==> src/rtl/fptok_pkg.sv <==
// ----------------------------------------------------------------------------
// fptok_pkg
// types and constants shared by the sequence record tokenizer modules
// ----------------------------------------------------------------------------
package fptok_pkg;

	// register codes for format_mode
	localparam logic [1:0] MODE_AUTO  = 2'd0;
	localparam logic [1:0] MODE_FASTA = 2'd1;
	localparam logic [1:0] MODE_PLAIN = 2'd2;

	// characters of interest
	localparam logic [7:0] CH_GT      = 8'h3E;
	localparam logic [7:0] CH_LF      = 8'h0A;
	localparam logic [7:0] CH_CR      = 8'h0D;
	localparam logic [7:0] CH_SP      = 8'h20;
	localparam logic [7:0] CH_HT      = 8'h09;
	localparam logic [7:0] CH_NUL     = 8'h00;

	// output queue depth in tokens
	localparam int unsigned QDEPTH    = 4;
	localparam int unsigned QPTR_W    = $clog2(QDEPTH);
	localparam int unsigned QCNT_W    = $clog2(QDEPTH + 1);

	typedef enum logic [1:0] {
		KIND_HEADER = 2'd0,
		KIND_SEQ    = 2'd1,
		KIND_END    = 2'd2
	} kind_t;

	typedef enum logic [1:0] {
		FMT_UNDECIDED = 2'd0,
		FMT_FASTA     = 2'd1,
		FMT_PLAIN     = 2'd2
	} fmt_t;

	typedef enum logic [4:0] {
		PH_START  = 5'b00001,
		PH_HEADER = 5'b00010,
		PH_SEQ    = 5'b00100,
		PH_PSKIP  = 5'b01000,
		PH_LINE   = 5'b10000
	} phase_t;

	typedef struct packed {
		kind_t      kind;
		logic [7:0] ch;
		logic       last;
	} token_t;

	// tokens produced by one byte, cnt is 0, 1 or 2
	typedef struct packed {
		logic [1:0] cnt;
		token_t     tok0;
		token_t     tok1;
	} push_t;

endpackage

==> src/rtl/fptok_if.sv <==
// ----------------------------------------------------------------------------
// fptok channel interfaces
// valid/ready channels for raw file bytes and for output tokens
// ----------------------------------------------------------------------------
interface fptok_byte_if;
	logic       valid;
	logic       ready;
	logic [7:0] data_byte;
	logic       end_of_input;

	modport source (output valid, output data_byte, output end_of_input, input ready);
	modport sink   (input valid, input data_byte, input end_of_input, output ready);
endinterface

interface fptok_token_if;
	logic       valid;
	logic       ready;
	logic [1:0] token_kind;
	logic [7:0] out_char;
	logic       run_last;

	modport source (output valid, output token_kind, output out_char, output run_last,
		input ready);
	modport sink   (input valid, input token_kind, input out_char, input run_last,
		output ready);
endinterface

==> src/rtl/fptok_parser.sv <==
// ----------------------------------------------------------------------------
// fptok_parser
// input register, record state machine and per-byte token decode
// ----------------------------------------------------------------------------
module fptok_parser (
	input  logic                clk,
	input  logic                arst_n,
	input  logic                in_valid,
	output logic                in_ready,
	input  logic [7:0]          in_byte,
	input  logic                in_eoi,
	input  logic [1:0]          format_mode,
	input  logic                room,
	output fptok_pkg::push_t    push
);

	logic                valid_s1;
	logic [7:0]          byte_s1;
	logic                eoi_s1;
	fptok_pkg::phase_t   phase_q, phase_d;
	fptok_pkg::fmt_t     fmt_q, fmt_d, fmt_cur;
	logic                adv;
	logic                in_acc;
	logic                ws, eol;
	logic                emit_a;
	fptok_pkg::kind_t    kind_a;
	logic [7:0]          ch_a;
	logic                emit_end;
	fptok_pkg::token_t   end_tok;

	assign adv      = valid_s1 && room;
	assign in_ready = !valid_s1 || room;
	assign in_acc   = in_valid && in_ready;

	always_ff @(posedge clk or negedge arst_n) begin
		if (!arst_n) begin
			valid_s1 <= 1'b0;
		end else begin
			valid_s1 <= in_acc || (valid_s1 && !room);
		end
	end

	always_ff @(posedge clk) begin
		if (in_acc) begin
			byte_s1 <= in_byte;
			eoi_s1  <= in_eoi;
		end
	end

	always_ff @(posedge clk or negedge arst_n) begin
		if (!arst_n) begin
			phase_q <= fptok_pkg::PH_START;
			fmt_q   <= fptok_pkg::FMT_UNDECIDED;
		end else if (adv) begin
			phase_q <= phase_d;
			fmt_q   <= fmt_d;
		end
	end

	assign ws  = (byte_s1 == fptok_pkg::CH_SP) ||
		((byte_s1 >= fptok_pkg::CH_HT) && (byte_s1 <= fptok_pkg::CH_CR));
	assign eol = (byte_s1 == fptok_pkg::CH_LF) || (byte_s1 == fptok_pkg::CH_CR);

	always_comb begin
		fmt_cur = fmt_q;
		if (fmt_q == fptok_pkg::FMT_UNDECIDED) begin
			if (format_mode == fptok_pkg::MODE_FASTA) begin
				fmt_cur = fptok_pkg::FMT_FASTA;
			end else if (format_mode == fptok_pkg::MODE_PLAIN) begin
				fmt_cur = fptok_pkg::FMT_PLAIN;
			end else if (!ws) begin
				fmt_cur = (byte_s1 == fptok_pkg::CH_GT) ? fptok_pkg::FMT_FASTA
					: fptok_pkg::FMT_PLAIN;
			end
		end
	end

	always_comb begin
		phase_d = phase_q;
		emit_a  = 1'b0;
		kind_a  = fptok_pkg::KIND_SEQ;
		ch_a    = byte_s1;
		case (phase_q)
			fptok_pkg::PH_START: begin
				if (!ws) begin
					if (fmt_cur == fptok_pkg::FMT_FASTA && byte_s1 == fptok_pkg::CH_GT) begin
						phase_d = fptok_pkg::PH_HEADER;
					end else begin
						emit_a  = 1'b1;
						phase_d = (fmt_cur == fptok_pkg::FMT_FASTA) ? fptok_pkg::PH_SEQ
							: fptok_pkg::PH_LINE;
					end
				end
			end
			fptok_pkg::PH_HEADER: begin
				if (eol) begin
					phase_d = fptok_pkg::PH_SEQ;
				end else begin
					emit_a = 1'b1;
					kind_a = fptok_pkg::KIND_HEADER;
				end
			end
			fptok_pkg::PH_SEQ: begin
				if (!ws) begin
					emit_a = 1'b1;
					if (byte_s1 == fptok_pkg::CH_GT) begin
						kind_a  = fptok_pkg::KIND_END;
						ch_a    = fptok_pkg::CH_NUL;
						phase_d = fptok_pkg::PH_HEADER;
					end
				end
			end
			fptok_pkg::PH_PSKIP: begin
				if (!ws) begin
					emit_a  = 1'b1;
					phase_d = fptok_pkg::PH_LINE;
				end
			end
			fptok_pkg::PH_LINE: begin
				emit_a = 1'b1;
				if (eol) begin
					kind_a  = fptok_pkg::KIND_END;
					ch_a    = fptok_pkg::CH_NUL;
					phase_d = fptok_pkg::PH_PSKIP;
				end
			end
			default: begin
				phase_d = fptok_pkg::PH_START;
			end
		endcase

		fmt_d    = fmt_cur;
		emit_end = 1'b0;
		if (eoi_s1) begin
			// fasta always closes a record at end of file, plain only an open line
			emit_end = (fmt_cur == fptok_pkg::FMT_FASTA) ||
				(fmt_cur == fptok_pkg::FMT_PLAIN && phase_d == fptok_pkg::PH_LINE);
			phase_d  = fptok_pkg::PH_START;
			fmt_d    = fptok_pkg::FMT_UNDECIDED;
		end
	end

	always_comb begin
		end_tok.kind = fptok_pkg::KIND_END;
		end_tok.ch   = fptok_pkg::CH_NUL;
		end_tok.last = 1'b1;
		push.cnt     = 2'd0;
		push.tok1    = end_tok;
		if (emit_a) begin
			push.tok0.kind = kind_a;
			push.tok0.ch   = ch_a;
			push.tok0.last = !emit_end;
		end else begin
			push.tok0 = end_tok;
		end
		if (adv) begin
			push.cnt = {1'b0, emit_a} + {1'b0, emit_end};
		end
	end

endmodule

==> src/rtl/fptok_out_queue.sv <==
// ----------------------------------------------------------------------------
// fptok_out_queue
// small token queue, takes up to two tokens and gives one per cycle while out_ch is ready
// ----------------------------------------------------------------------------
module fptok_out_queue (
	input  logic                clk,
	input  logic                arst_n,
	input  fptok_pkg::push_t    push,
	output logic                room,
	fptok_token_if.source       out_ch
);

	fptok_pkg::token_t                 mem [fptok_pkg::QDEPTH];
	logic [fptok_pkg::QPTR_W-1:0]      wr_ptr_q, rd_ptr_q;
	logic [fptok_pkg::QCNT_W-1:0]      count_q;
	logic                              pop;
	fptok_pkg::token_t                 head;

	// room for a worst-case byte of two tokens
	assign room = count_q <= fptok_pkg::QCNT_W'(fptok_pkg::QDEPTH - 2);
	assign pop  = out_ch.valid && out_ch.ready;

	always_ff @(posedge clk) begin
		if (push.cnt != 2'd0) begin
			mem[wr_ptr_q] <= push.tok0;
		end
		if (push.cnt == 2'd2) begin
			mem[wr_ptr_q + fptok_pkg::QPTR_W'(1)] <= push.tok1;
		end
	end

	always_ff @(posedge clk or negedge arst_n) begin
		if (!arst_n) begin
			wr_ptr_q <= '0;
			rd_ptr_q <= '0;
			count_q  <= '0;
		end else begin
			wr_ptr_q <= wr_ptr_q + fptok_pkg::QPTR_W'(push.cnt);
			if (pop) begin
				rd_ptr_q <= rd_ptr_q + fptok_pkg::QPTR_W'(1);
			end
			count_q <= count_q + fptok_pkg::QCNT_W'(push.cnt)
				- fptok_pkg::QCNT_W'(pop);
		end
	end

	assign head              = mem[rd_ptr_q];
	assign out_ch.valid      = count_q != '0;
	assign out_ch.token_kind = head.kind;
	assign out_ch.out_char   = head.ch;
	assign out_ch.run_last   = head.last;

endmodule

==> src/rtl/fasta_plain_record_tokenizer_unit.sv <==
// ----------------------------------------------------------------------------
// fasta_plain_record_tokenizer_unit
// splits a FASTA or plain sequence file, one byte per transaction, into
// header bytes, sequence bytes and record-end tokens
// ----------------------------------------------------------------------------
// in_ch carries one file byte per transaction with end_of_input on the
// final byte of a file; out_ch carries tokens (kind, char, run_last), where
// run_last marks the last token that a byte produced. A byte can produce
// zero, one or two tokens.
// cfg_we/cfg_wdata set format_mode (auto, FASTA, plain); write it only
// while the unit is idle. It is read while the format of a file is open.
// an accepted byte waits in the parser's input register, and its tokens
// are written into the queue before they show on out_ch.
// throughput: one byte per cycle while each byte yields at most one
// token and out_ch is ready; the single token output port gives one
// token per cycle, so the two tokens of one byte leave one after another.
// when out_ch stalls, tokens collect in a four-entry queue; in_ch
// deasserts ready while a byte waits and the queue cannot hold two more.
// reset clears the parse state, the queue and the register to auto.
// ----------------------------------------------------------------------------
module fasta_plain_record_tokenizer_unit (
	input  logic                  clk,
	input  logic                  arst_n,
	fptok_byte_if.sink            in_ch,
	fptok_token_if.source         out_ch,
	input  logic                  cfg_we,
	input  logic [1:0]            cfg_wdata
);

	logic [1:0]          format_mode_q;
	logic                room;
	fptok_pkg::push_t    push;

	always_ff @(posedge clk or negedge arst_n) begin
		if (!arst_n) begin
			format_mode_q <= fptok_pkg::MODE_AUTO;
		end else if (cfg_we) begin
			format_mode_q <= cfg_wdata;
		end
	end

	fptok_parser u_parser (
		.clk         (clk),
		.arst_n      (arst_n),
		.in_valid    (in_ch.valid),
		.in_ready    (in_ch.ready),
		.in_byte     (in_ch.data_byte),
		.in_eoi      (in_ch.end_of_input),
		.format_mode (format_mode_q),
		.room        (room),
		.push        (push)
	);

	fptok_out_queue u_queue (
		.clk    (clk),
		.arst_n (arst_n),
		.push   (push),
		.room   (room),
		.out_ch (out_ch)
	);

endmodule
==> src/flat_wrapper.sv <==
// flat-port wrapper written by rule: the top's interface ports become plain ports
module fasta_plain_record_tokenizer_unit_flat 
  (clk, arst_n, cfg_we, cfg_wdata, in_ch_valid, in_ch_data_byte, in_ch_end_of_input, in_ch_ready, out_ch_valid, out_ch_token_kind, out_ch_out_char, out_ch_run_last, out_ch_ready);
  fptok_byte_if in_ch_i ();
  fptok_token_if out_ch_i ();
  input  logic clk;
  input  logic arst_n;
  input  logic cfg_we;
  input  logic [1:0] cfg_wdata;
  input wire logic [$bits(in_ch_i.valid)-1:0] in_ch_valid;
  input wire logic [$bits(in_ch_i.data_byte)-1:0] in_ch_data_byte;
  input wire logic [$bits(in_ch_i.end_of_input)-1:0] in_ch_end_of_input;
  output wire logic [$bits(in_ch_i.ready)-1:0] in_ch_ready;
  output wire logic [$bits(out_ch_i.valid)-1:0] out_ch_valid;
  output wire logic [$bits(out_ch_i.token_kind)-1:0] out_ch_token_kind;
  output wire logic [$bits(out_ch_i.out_char)-1:0] out_ch_out_char;
  output wire logic [$bits(out_ch_i.run_last)-1:0] out_ch_run_last;
  input wire logic [$bits(out_ch_i.ready)-1:0] out_ch_ready;
  assign in_ch_i.valid = in_ch_valid;
  assign in_ch_i.data_byte = in_ch_data_byte;
  assign in_ch_i.end_of_input = in_ch_end_of_input;
  assign in_ch_ready = in_ch_i.ready;
  assign out_ch_valid = out_ch_i.valid;
  assign out_ch_token_kind = out_ch_i.token_kind;
  assign out_ch_out_char = out_ch_i.out_char;
  assign out_ch_run_last = out_ch_i.run_last;
  assign out_ch_i.ready = out_ch_ready;
  fasta_plain_record_tokenizer_unit u_core (.clk(clk), .arst_n(arst_n), .in_ch(in_ch_i), .out_ch(out_ch_i), .cfg_we(cfg_we), .cfg_wdata(cfg_wdata));
endmodule
==> config.mk <==
export PLATFORM = sky130hd
export DESIGN_NAME = fasta_plain_record_tokenizer_unit_flat
export DESIGN_NICKNAME = d
export VERILOG_FILES = /design/src/rtl/fptok_pkg.sv /design/src/rtl/fptok_if.sv /design/src/rtl/fptok_parser.sv /design/src/rtl/fptok_out_queue.sv /design/src/rtl/fasta_plain_record_tokenizer_unit.sv /design/src/flat_wrapper.sv
export SDC_FILE = /design/constraint.sdc
export NUM_CORES = 1
export LEC_CHECK = 0
export ABC_AREA = 1
export BUFFER_PORTS_ARGS = -buffer_cell sky130_fd_sc_hd__buf_2
export CAP_MARGIN = 20
export CORE_MARGIN = 4
export CORE_UTILIZATION = 55
export CTS_CLUSTER_SIZE = 8
export DETAILED_ROUTE_END_ITERATION = 12
export PLACE_DENSITY = 0.74
export SLEW_MARGIN = 10
export SYNTH_ARGS = -nofsm -noshare
export SYNTH_HDL_FRONTEND = slang
export SYNTH_SLANG_ARGS = --single-unit
export TNS_END_PERCENT = 50
==> constraint.sdc <==
create_clock -name clk -period 9 [get_ports clk]
set_input_delay 0.9 -clock clk [delete_from_list [all_inputs] [get_ports clk]]
set_output_delay 0.9 -clock clk [all_outputs]
set_load 0.01 [all_outputs]
* Yosys cells after proc, flatten, opt, wreduce, memory -nomap -nowiden *
Memories as Yosys holds them, arrays and structs flattened.
Index checks and enable logic that the tools add are counted.

storage, ports and cells
  word-level logic and storage cells = 90
  output and inout port bits = 13
  memory bits (writable) = 44
  memories = 1
  register bits = 26

cells by class
  reduce and logical (&&, ||, !) cells = 19
  add/sub/neg operators = 6
  order comparisons = 3
  mux-type cells = 37
  equal/unequal tests = 15

memories
  memory              words  bits a word  rd ports  clocked after memory_dff  write ports  line                   source
  u_core.u_queue.mem  4      11           1         0                         2            fptok_out_queue.sv:13  fptok_pkg::token_t mem [fptok_pkg::QDEPTH];

operators with widths
  cell                                                 number
  2-to-1 mux 5 bit                                     9
  one-hot mux 5 bit (5 select lines)                   1
  2-to-1 mux 8 bit                                     3
  2-to-1 mux 2 bit                                     10
  equality test 8 x 4 -> 1 bit, second input constant  2
  equality test 8 x 6 -> 1 bit, second input constant  2
  one-hot mux 8 bit (2 select lines)                   1
  2-to-1 mux 11 bit                                    1
  equality test 5 bit, second input constant           2
  2-to-1 mux 1 bit                                     10
  >= comparator 8 x 4 -> 1 bit, second input constant  1
  <= comparator 8 x 4 -> 1 bit, second input constant  1
  logical AND 1 bit                                    7
  equality test 2 bit, second input constant           3
  one-hot mux 2 bit (3 select lines)                   1
  equality test 5 x 1 -> 1 bit, second input constant  1
  equality test 5 x 2 -> 1 bit, second input constant  1
  equality test 5 x 3 -> 1 bit, second input constant  1
  equality test 5 x 4 -> 1 bit, second input constant  1
  logical OR 1 bit                                     5
  adder 2 x 1 -> 2 bit, second input constant          2
  equality test 2 x 1 -> 1 bit, second input constant  2
  one-hot mux 1 bit (4 select lines)                   1
  adder 3 x 2 -> 3 bit                                 1
  other kinds (9)                                      11

* Longest topological paths before layout *
Gate-level depths: netlist (run 1).

  word-level depth = 21
  gate-level depth with buffers = 22
  gate-level depth less buffers = 21

* By module *
Synthesis (run 1) repeated with hierarchy kept, for this count alone.

second synthesis, totals
  cells, all modules = 542
  area, all modules = 4141.5 um^2

modules (own cells, without submodules)
  module                             instances  area an instance (um^2)  cells each  sequential area each (um^2)
  fptok_out_queue                    1          2777.7                   351         1496.4
  fptok_parser                       1          1287.5                   182         471.7
  fasta_plain_record_tokenizer_unit  1          76.3                     9           50.0

* Worst setup path before layout (run 1) *
No wires, ideal clock.

  kind = reg-to-reg
  start point = register u_core.u_parser.phase_q[0]
  end point = register u_core.u_queue.count_q[2] in the netlist's numbering
  required time = 8.871 ns
  cell stages (with the launch flop) = 16
  setup time = 0.129 ns
  clock period less this slack = 2.989 ns
  slack = 6.011 ns
  arrival time = 2.860 ns
  cells stage by stage = dfstp_2 -> inv_1 -> nor4_4 -> nand2_1 -> a21oi_1 -> nor2_1 -> nand2_2 -> buf_12 -> ha_1 -> inv_1 -> nor2_4 -> inv_1 -> ha_1 -> fa_1 -> xnor2_1 -> xor2_1

between the ends
  longest elaborated chain between the ends = 11

ends and longest elaborated chain
  item                                line                   source
  start: declaration                  fptok_parser.sv:20     fptok_pkg::phase_t phase_q, phase_d;
  start signal: assignment            fptok_parser.sv:52     phase_q <= fptok_pkg::PH_START;
  start signal: assignment            fptok_parser.sv:55     phase_q <= phase_d;
  2-to-1 mux 5 bit                    fptok_parser.sv:106    if (byte_s1 == fptok_pkg::CH_GT) begin
  2-to-1 mux 5 bit                    fptok_parser.sv:104    if (!ws) begin
  one-hot mux 5 bit (5 select lines)  fptok_parser.sv:83     case (phase_q)
  equality test 5 bit                 fptok_parser.sv:137    (fmt_cur == fptok_pkg::FMT_PLAIN && phase_d == fptok_pkg::PH_LINE);
  logical AND 1 bit                   fptok_parser.sv:137
  logical OR 1 bit                    fptok_parser.sv:136    emit_end = (fmt_cur == fptok_pkg::FMT_FASTA) ||
  2-to-1 mux 1 bit                    fptok_parser.sv:134    if (eoi_s1) begin
  adder 1 x 1 -> 2 bit *              fptok_parser.sv:157    push.cnt = {1'b0, emit_a} + {1'b0, emit_end};
  2-to-1 mux 2 bit *                  fptok_parser.sv:156    if (adv) begin
  adder 3 x 2 -> 3 bit *              fptok_out_queue.sv:42  count_q <= count_q + fptok_pkg::QCNT_W'(push.cnt)
  subtractor 3 x 1 -> 3 bit *         fptok_out_queue.sv:43  - fptok_pkg::QCNT_W'(pop);
  end signal: assignment              fptok_out_queue.sv:42
  end: declaration                    fptok_out_queue.sv:15  logic [fptok_pkg::QCNT_W-1:0] count_q;

Every way passes the cells marked *; elsewhere a longest branch is shown, timed or not.
A chain may end at the register's enable or synchronous reset.

* Final worst setup path (run 1) *
Same ends and word-level chain as after synthesis.

==> results of run 1 <==
through the flow:
step	instance area, um2	worst slack, ns	power (mW)
after floorplan	3470	6.01	1.08
after global placement	3630	5.47	1.22
after CTS	3810	5.24	1.48
final	3820	5.53	1.47
after global routing	3820	5.19	1.60
after detailed placement	3630	5.25	1.24
critical path, delay by kind of cell (launching register included):
kind            cells  cell delay [ns]
xor+xnor            2             0.37
flops               1             0.54
fa+ha+maj           3             1.07
buf+inv             3             0.24
compound gates      1             0.15
simple gates        5             1.03
per-layer routing:
layer | part of all wire [%] | GRT usage [%] | up-vias | wire length, um
met5 | 0 | 0 | - | 0
met4 | 2.6 | 11.9 | 0 | 192
met3 | 5.1 | 4.16 | 20 | 377
met2 | 47 | 35.2 | 68 | 3540
met1 | 45 | 26.4 | 1341 | 3350
li1 | - | - | 1508 | -
final timing paths:
| check | startpoint | endpoint | slack, ns | cells after the start |
|---|---|---|---|---|
| max reg2reg | u_core.u_parser.phase_q[0] | u_core.u_queue.count_q[2] | 5.53 | 14 |
| min in group clk | u_core.u_queue.count_q[2] | u_core.u_queue.count_q[2] | 0.47 | 1 |
| max | u_core.u_parser.phase_q[0] | u_core.u_queue.count_q[2] | 5.53 | 14 |
| max in group asynchronous | arst_n | u_core.u_parser.phase_q[0] | 8.23 | 1 |
| min reg2reg | u_core.u_queue.count_q[2] | u_core.u_queue.count_q[2] | 0.47 | 1 |
| min | arst_n | u_core.u_queue.wr_ptr_q[1] | 0.46 | 1 |
synth_stat cells (7+ instances only):
master,count
a21oi_1,39
a21oi_2,9
clkbuf_1,8
dfrtp_1,16
dfxtp_1,44
edfxtp_1,9
inv_1,56
nand2_1,62
nand2_4,9
nand3_1,7
nand4_1,7
nor2_1,51
o21ai_0,69
o22ai_1,13
layout make-up:
class,count,area (um2),area share [%]
Clock inverter,6,41.3,1.08
Tap cell,75,93.8,2.46
Timing Repair Buffer,29,148,3.87
Sequential cell,70,1580,41.3
Multi-Input combinational cell,295,1590,41.7
Inverter,61,229,6.00
Clock buffer,10,138,3.61
sequential cells by signal (all words and copies together), names as in the netlist:
signal / count
u_core.u_parser.byte_s1: 8
u_core.format_mode_q: 2
u_core.u_queue.rd_ptr_q: 2
u_core.u_queue.count_q: 3
u_core.u_queue.mem: 44
u_core.u_queue.wr_ptr_q: 2
u_core.u_parser.valid_s1: 1
u_core.u_parser.eoi_s1: 1
u_core.u_parser.fmt_q: 2
u_core.u_parser.phase_q: 5
power by group through the flow:
| stage | Sequential (mW) | Clock (mW) | Combinational [mW] |
|---|---|---|---|
| floorplan | 0.529 | 0 | 0.548 |
| global placement | 0.566 | 0 | 0.654 |
| detailed placement | 0.570 | 0 | 0.674 |
| CTS | 0.564 | 0.240 | 0.675 |
| global route | 0.585 | 0.253 | 0.765 |
| finish | 0.566 | 0.235 | 0.671 |
kinds of logic after synthesis:
logic type	after synthesis	synth area share, %
AO/OA/AOI/OAI	136	21.5
buffers and inverters	74	8.62
adder cells (fa/ha/maj)	6	2.38
XOR/XNOR	5	1.26
flip-flops	70	45.5
AND/OR/NAND/NOR	148	20.7
==> reports/metrics.yaml, run 1 <==
finish.utilization_pct: 63.4
gp_congestion: 0.852
final_cell_mix: "o21ai_0, nand2_1, inv_1"
io_buffers: 28
fillCellCount: 528
worst_pin_slew_ns: 0.733
cap_viol_max_count: 0
pin_count: 29
slowest_delay_ns: 0.54
drtIter0Drc: 168
vias: 2937
antenna_found_initial: 0
clock_power_share_pct: 16.0
worst_setup_path_end_kind: "flop"
dp_hpwl_mm: 5.37
maxSlewViolCount: 0
setup_viol_count_final: 0
cp_common_cell: "inv_1"
vdd_drop_max_mv: 0.167
clockBufferDepth: 2
yosysWarnings: 0
ys_ff_latch: 70
maxSlewHeadroom_pct: 51.0
grt_overflow_total: 0
wire_per_inst_um: 13.7
first_global_vias: 2851
switching_share_pct: 43.8
synthToLayoutAreaGrowth_pct: 10.1
track_usage_pct: 21.5
synth_top_cell_area_share_pct: 25.4
cts_htree_levels: 3
avgSynthCellArea_um2: 7.90
antenna_left: 0
totalWireLength_mm: 7.46
arrival_ns: 3.74
drive_gt1_share_pct: 17.2
yosysSeqAreaShare_pct: 45.5
yosysTopAreaCell: "dfxtp_1"
n_antenna_cell: 0
cts_buffers: 9
die_w_um: 87.4
path_clk_slew_ns: 0.08
cts.sinks: 70
finClkSkew_ns: 0.0112
cp_cell_sequence: "inv_1 -> nor4_4 -> nand2_1 -> a21oi_1 -> nor2_1 -> nand2_2 -> ha_1 -> inv_1 -> nor2_4 -> inv_1 -> ha_1 -> fa_1 -> xnor2_1 -> xor2_1"
async_flop_share_pct: 24.3
finalSetupTns_ns: 0
syn_inst: 439
seqPwrFrac_pct: 38.4
dpl.cell_count: 529
first_pass_iters: 4
period_needed_ns: 3.47
crit_path_start_kind: "flop"
intPower_mw: 0.827
clkLatencyLatePin_ns: 0.35
fmax_mhz: 288
synth_nets: 461
layout.cells.most_common: "o21ai_0"
rows: 28
drc: 0
core_um2: 6030
comb_power_share_pct: 45.6
fin_cells: 546
grt_pass1_wl_mm: 12.7
clockRootBuffer: "clkbuf_8"
vias_per_cell: 5.38
rsz0062_at_grt: "false"
cts_tree: "done"
whs_ns: 0.460
dieArea_um2: 7640
hp-class: "in2async"
ys.flop_type: "dfxtp_1"
crit_path_top_delay_cell: "dfstp_2"
status: "finished, final reports clean"
cp.required_ns: 9.27
synth_edf_count: 9
initial_core_util_pct: 57.5
hold_viol_final: 0
p_leak_nw: 1.85
cp_max_fo: 11
holdBufCountCts: 0
cts_resized: 0
fin_nets: 488
synth_area_um2: 3470
fp.dieH_um: 87.4
synth_cell_types: 35
netlist_top_cells_area: "dfxtp_1, dfrtp_1, o21ai_0"
crit_type: "reg2reg"
p_switching_mw: 0.644
postCtsSetupBuffers: 0
period_share_pct: 38.5
powerDensity_nw_per_um2: 385
grt_max_degree: 25
Power figures use the tool's default switching activity.
==> run 2: changes to the inputs <==
--- a/config.mk
+++ b/config.mk
@@ -9,10 +9,10 @@
 export BUFFER_PORTS_ARGS = -buffer_cell sky130_fd_sc_hd__buf_2
 export CAP_MARGIN = 20
 export CORE_MARGIN = 4
-export CORE_UTILIZATION = 55
+export CORE_UTILIZATION = 54
 export CTS_CLUSTER_SIZE = 8
 export DETAILED_ROUTE_END_ITERATION = 12
-export PLACE_DENSITY = 0.74
+export PLACE_DENSITY = 0.76
 export SLEW_MARGIN = 10
 export SYNTH_ARGS = -nofsm -noshare
 export SYNTH_HDL_FRONTEND = slang
==> constraint.sdc (replaced) <==
create_clock -name clk -period 2.9 [get_ports clk]
set_input_delay 0.29 -clock clk [delete_from_list [all_inputs] [get_ports clk]]
set_output_delay 0.29 -clock clk [all_outputs]
set_load 0.01 [all_outputs]
==> run 2 against run 1 <==
  * The flow now finishes with violations (setup timing)
  * Register-to-register slack worse by 5.8 ns
  * Clock power rose to 3.2 times the previous value
  * Wire length up 26%
==> reports/metrics.yaml, run 2 (synthesis results as in run 1) <==
io_buffers: 28  # unchanged
clockBufferDepth: 2  # unchanged
vdd_drop_max_mv: 0.645  # was 0.167 mV
finClkSkew_ns: 0.0145  # was 0.0112 ns
vias_per_cell: 5.66  # was 5.38
r2r_end: "u_core.u_parser.phase_q[4]"  # was u_core.u_queue.count_q[2]
r2r_start: "u_core.u_parser.byte_s1[6]"  # was u_core.u_parser.phase_q[0]
worst_setup_path_end_kind: "flop"  # unchanged
total_power_mw: 5.29  # was 1.47 mW
cts_htree_levels: 3  # unchanged
gp_congestion: 0.875  # was 0.852
finalSetupTns_ns: -0.574  # was 0 ns
fmax_mhz: 320  # was 288 MHz
cts_buffers: 9  # unchanged
drive_gt1_share_pct: 33.0  # was 17.2%
n_antenna_cell: 0  # unchanged
post_dp_cell_area_um2: 3830  # was 3630 um2
rows: 28  # unchanged
fin_area_um2: 4410  # was 3820 um2
fillCellCount: 448  # was 528
grt_max_degree: 25  # unchanged
largest_register: "u_core.u_queue.mem"  # unchanged
finish.utilization_pct: 72.7  # was 63.4%
arrival_ns: 3.37  # was 3.74 ns
setup_viol_count_final: 5  # was 0
clockRootBuffer: "clkbuf_8"  # unchanged
grt_pass1_wl_mm: 13.7  # was 12.7 mm
largest_reg_flops: 44  # unchanged
period_share_pct: 108  # was 38.5%
maxSlewViolCount: 0  # unchanged
totalWireLength_mm: 9.41  # was 7.46 mm
vias: 3376  # was 2937
cp_cell_sequence: "nor3_1 -> nand2_2 -> a21oi_4 -> nand3_4 -> nand3_2 -> nand2_2 -> buf_4 -> buf_4 -> buf_4 -> buf_4 -> buf_4 -> buf_4 -> buf_4 -> buf_4 -> buf_4 -> buf_4 -> buf_4 -> nand2_2 -> o21ai_1"  # was inv_1 -> nor4_4 -> nand2_1 -> a21oi_1 -> nor2_1 -> nand2_2 -> ha_1 -> inv_1 -> nor2_4 -> inv_1 -> ha_1 -> fa_1 -> xnor2_1 -> xor2_1
worst_pin_slew_ns: 0.707  # was 0.733 ns
slowest_delay_ns: 0.47  # was 0.54 ns
antenna_found_initial: 0  # unchanged
grt_overflow_total: 0  # unchanged
first_global_vias: 3034  # was 2851
place_ws_ns: -0.0254  # was 5.25 ns
wire_per_inst_um: 15.8  # was 13.7 um
seqCellArea_um2: 1580  # unchanged
largest_registers: "u_core.u_queue.mem (44), u_core.u_parser.byte_s1 (8), u_core.u_parser.phase_q (5)"  # unchanged
hold_depth: 1
hp-class: "in2reg"  # was in2async
cts.sinks: 70  # unchanged
cap_viol_max_count: 0  # unchanged
final_cell_mix: "o21ai_0, inv_1, nand2_1, buf_4, dfxtp_1"  # was o21ai_0, nand2_1, inv_1
drtIter0Drc: 303  # was 168
fin_nets: 538  # was 488
cp_common_cell: "buf_4"  # was inv_1
rsz0062_at_grt: "true"  # was false
r2r_slack_ns: -0.23  # was 5.53 ns
synthToLayoutAreaGrowth_pct: 27.1  # was 10.1%
status: "finished with violations"  # was finished, final reports clean
violations: "setup timing"
first_pass_iters: 5  # was 4
core_um2: 6060  # was 6030 um2
dp_hpwl_mm: 5.36  # was 5.37 mm
holdPathEnd: "u_core.u_parser.byte_s1[5]"
p_leak_nw: 2.12  # was 1.85 nW
dieArea_um2: 7770  # was 7640 um2
cts_tree: "done"  # unchanged
maxSlewHeadroom_pct: 52.7  # was 51.0%
die_w_um: 88.1  # was 87.4 um
critical_path_buf_inv_count: 11  # was 3
setup_ws_ns: -0.229  # was 5.53 ns
cpLargestDelayFamily: "buffers and inverters"  # was adder cells
crit_type: "reg2reg"  # unchanged
track_usage_pct: 23.1  # was 21.5%
pin_count: 29  # unchanged
antenna_left: 0  # unchanged
path_clk_slew_ns: 0.07  # was 0.08 ns
cp.required_ns: 3.14  # was 9.27 ns
rr_worst_depth: 19  # was 14
multi_input_area_um2: 1760  # was 1590 um2
cp_max_fo: 3  # was 11
initial_core_util_pct: 57.2  # was 57.5%
period_needed_ns: 3.13  # was 3.47 ns
drc: 0  # unchanged
powerDensity_nw_per_um2: 1200  # was 385 nW/um2
hold_start: "in_ch_data_byte[5]"
crit_path_top_delay_cell: "edfxtp_1"  # was dfstp_2
crit_path_start_kind: "flop"  # unchanged
hold_viol_final: 0  # unchanged
fp.dieH_um: 88.1  # was 87.4 um
layout.cells.most_common: "o21ai_0"  # unchanged
clkLatencyLatePin_ns: 0.36  # was 0.35 ns
-- run 2: cell types whose count changed in the layout (fill, tap and decap cells not counted), moves of 12 or more --
cell,delta
o21ai_1,+17
buf_4,+46
o21ai_0,-19
nand2_2,+12
nand2_1,-15
-- run 2: worst max-delay path by stage --
| stage | start | to | slack [ns] | depth (start not counted) |
|---|---|---|---|---|
| 2_1_floorplan | u_core.u_parser.phase_q[3] | u_core.u_queue.count_q[2] | 0.02 | 16 |
| 3_3_place_gp | u_core.u_parser.byte_s1[1] | u_core.u_queue.count_q[2] | 0.04 | 19 |
| 3_5_place_dp | u_core.u_parser.byte_s1[3] | u_core.u_queue.count_q[2] | -0.03 | 19 |
| 4_1_cts | u_core.u_parser.byte_s1[3] | u_core.u_queue.count_q[2] | 0.02 | 19 |
| 5_1_grt | u_core.u_parser.byte_s1[6] | u_core.u_parser.phase_q[4] | -0.34 | 19 |
| 6_report | u_core.u_parser.byte_s1[6] | u_core.u_parser.phase_q[4] | -0.23 | 19 |
-- run 2: per-stage QoR --
step,std cells,hold slack (ns)
6_report,596,0.113
4_1_cts,584,0.103
3_5_place_dp,554,0.228
2_1_floorplan,439,-0.00559
3_3_place_gp,554,0.227
5_1_grt,596,0.0885
-- run 2: repair_timing --
| action | in CTS | in global routing |
|---|---|---|
| endpoints found under the hold margin | 16 | 0 |
| resized for setup | 5 | 75 |
| cloned | 0 | 0 |
| setup buffers | 13 | 12 |
| hold buffers | 1 | 0 |
| pin swaps | 5 | 25 |
| setup endpoints to repair | 1 | 48 |
-- run 2: cell type report --
| type | count | area share [%] |
|---|---|---|
| multi-input cells | 295 | 40.0 |
| flip-flops and latches | 70 | 35.8 |
| repair buffers | 79 | 12.2 |
| inverters | 61 | 5.54 |
| clock buffers | 10 | 3.38 |
| well taps | 75 | 2.13 |
| clock inverters | 6 | 0.909 |
-- run 2: metal layers --
| layer | GRT usage [%] | vias up | share of wire [%] |
|---|---|---|---|
| met2 | 38.4 | 180 | 50 |
| met3 | 7.62 | 43 | 7.5 |
| met4 | 11.1 | 0 | 3.9 |
| met1 | 27.0 | 1546 | 39 |
| met5 | 0 | - | 0 |
| li1 | - | 1607 | - |
-- run 2: report_power, final --
group	internal, mW	total (mW)	switching (mW)
Sequential	1.45	1.72	0.270
Clock	0.366	0.761	0.395
Combinational	1.17	2.81	1.64
Total	2.98	5.29	2.30
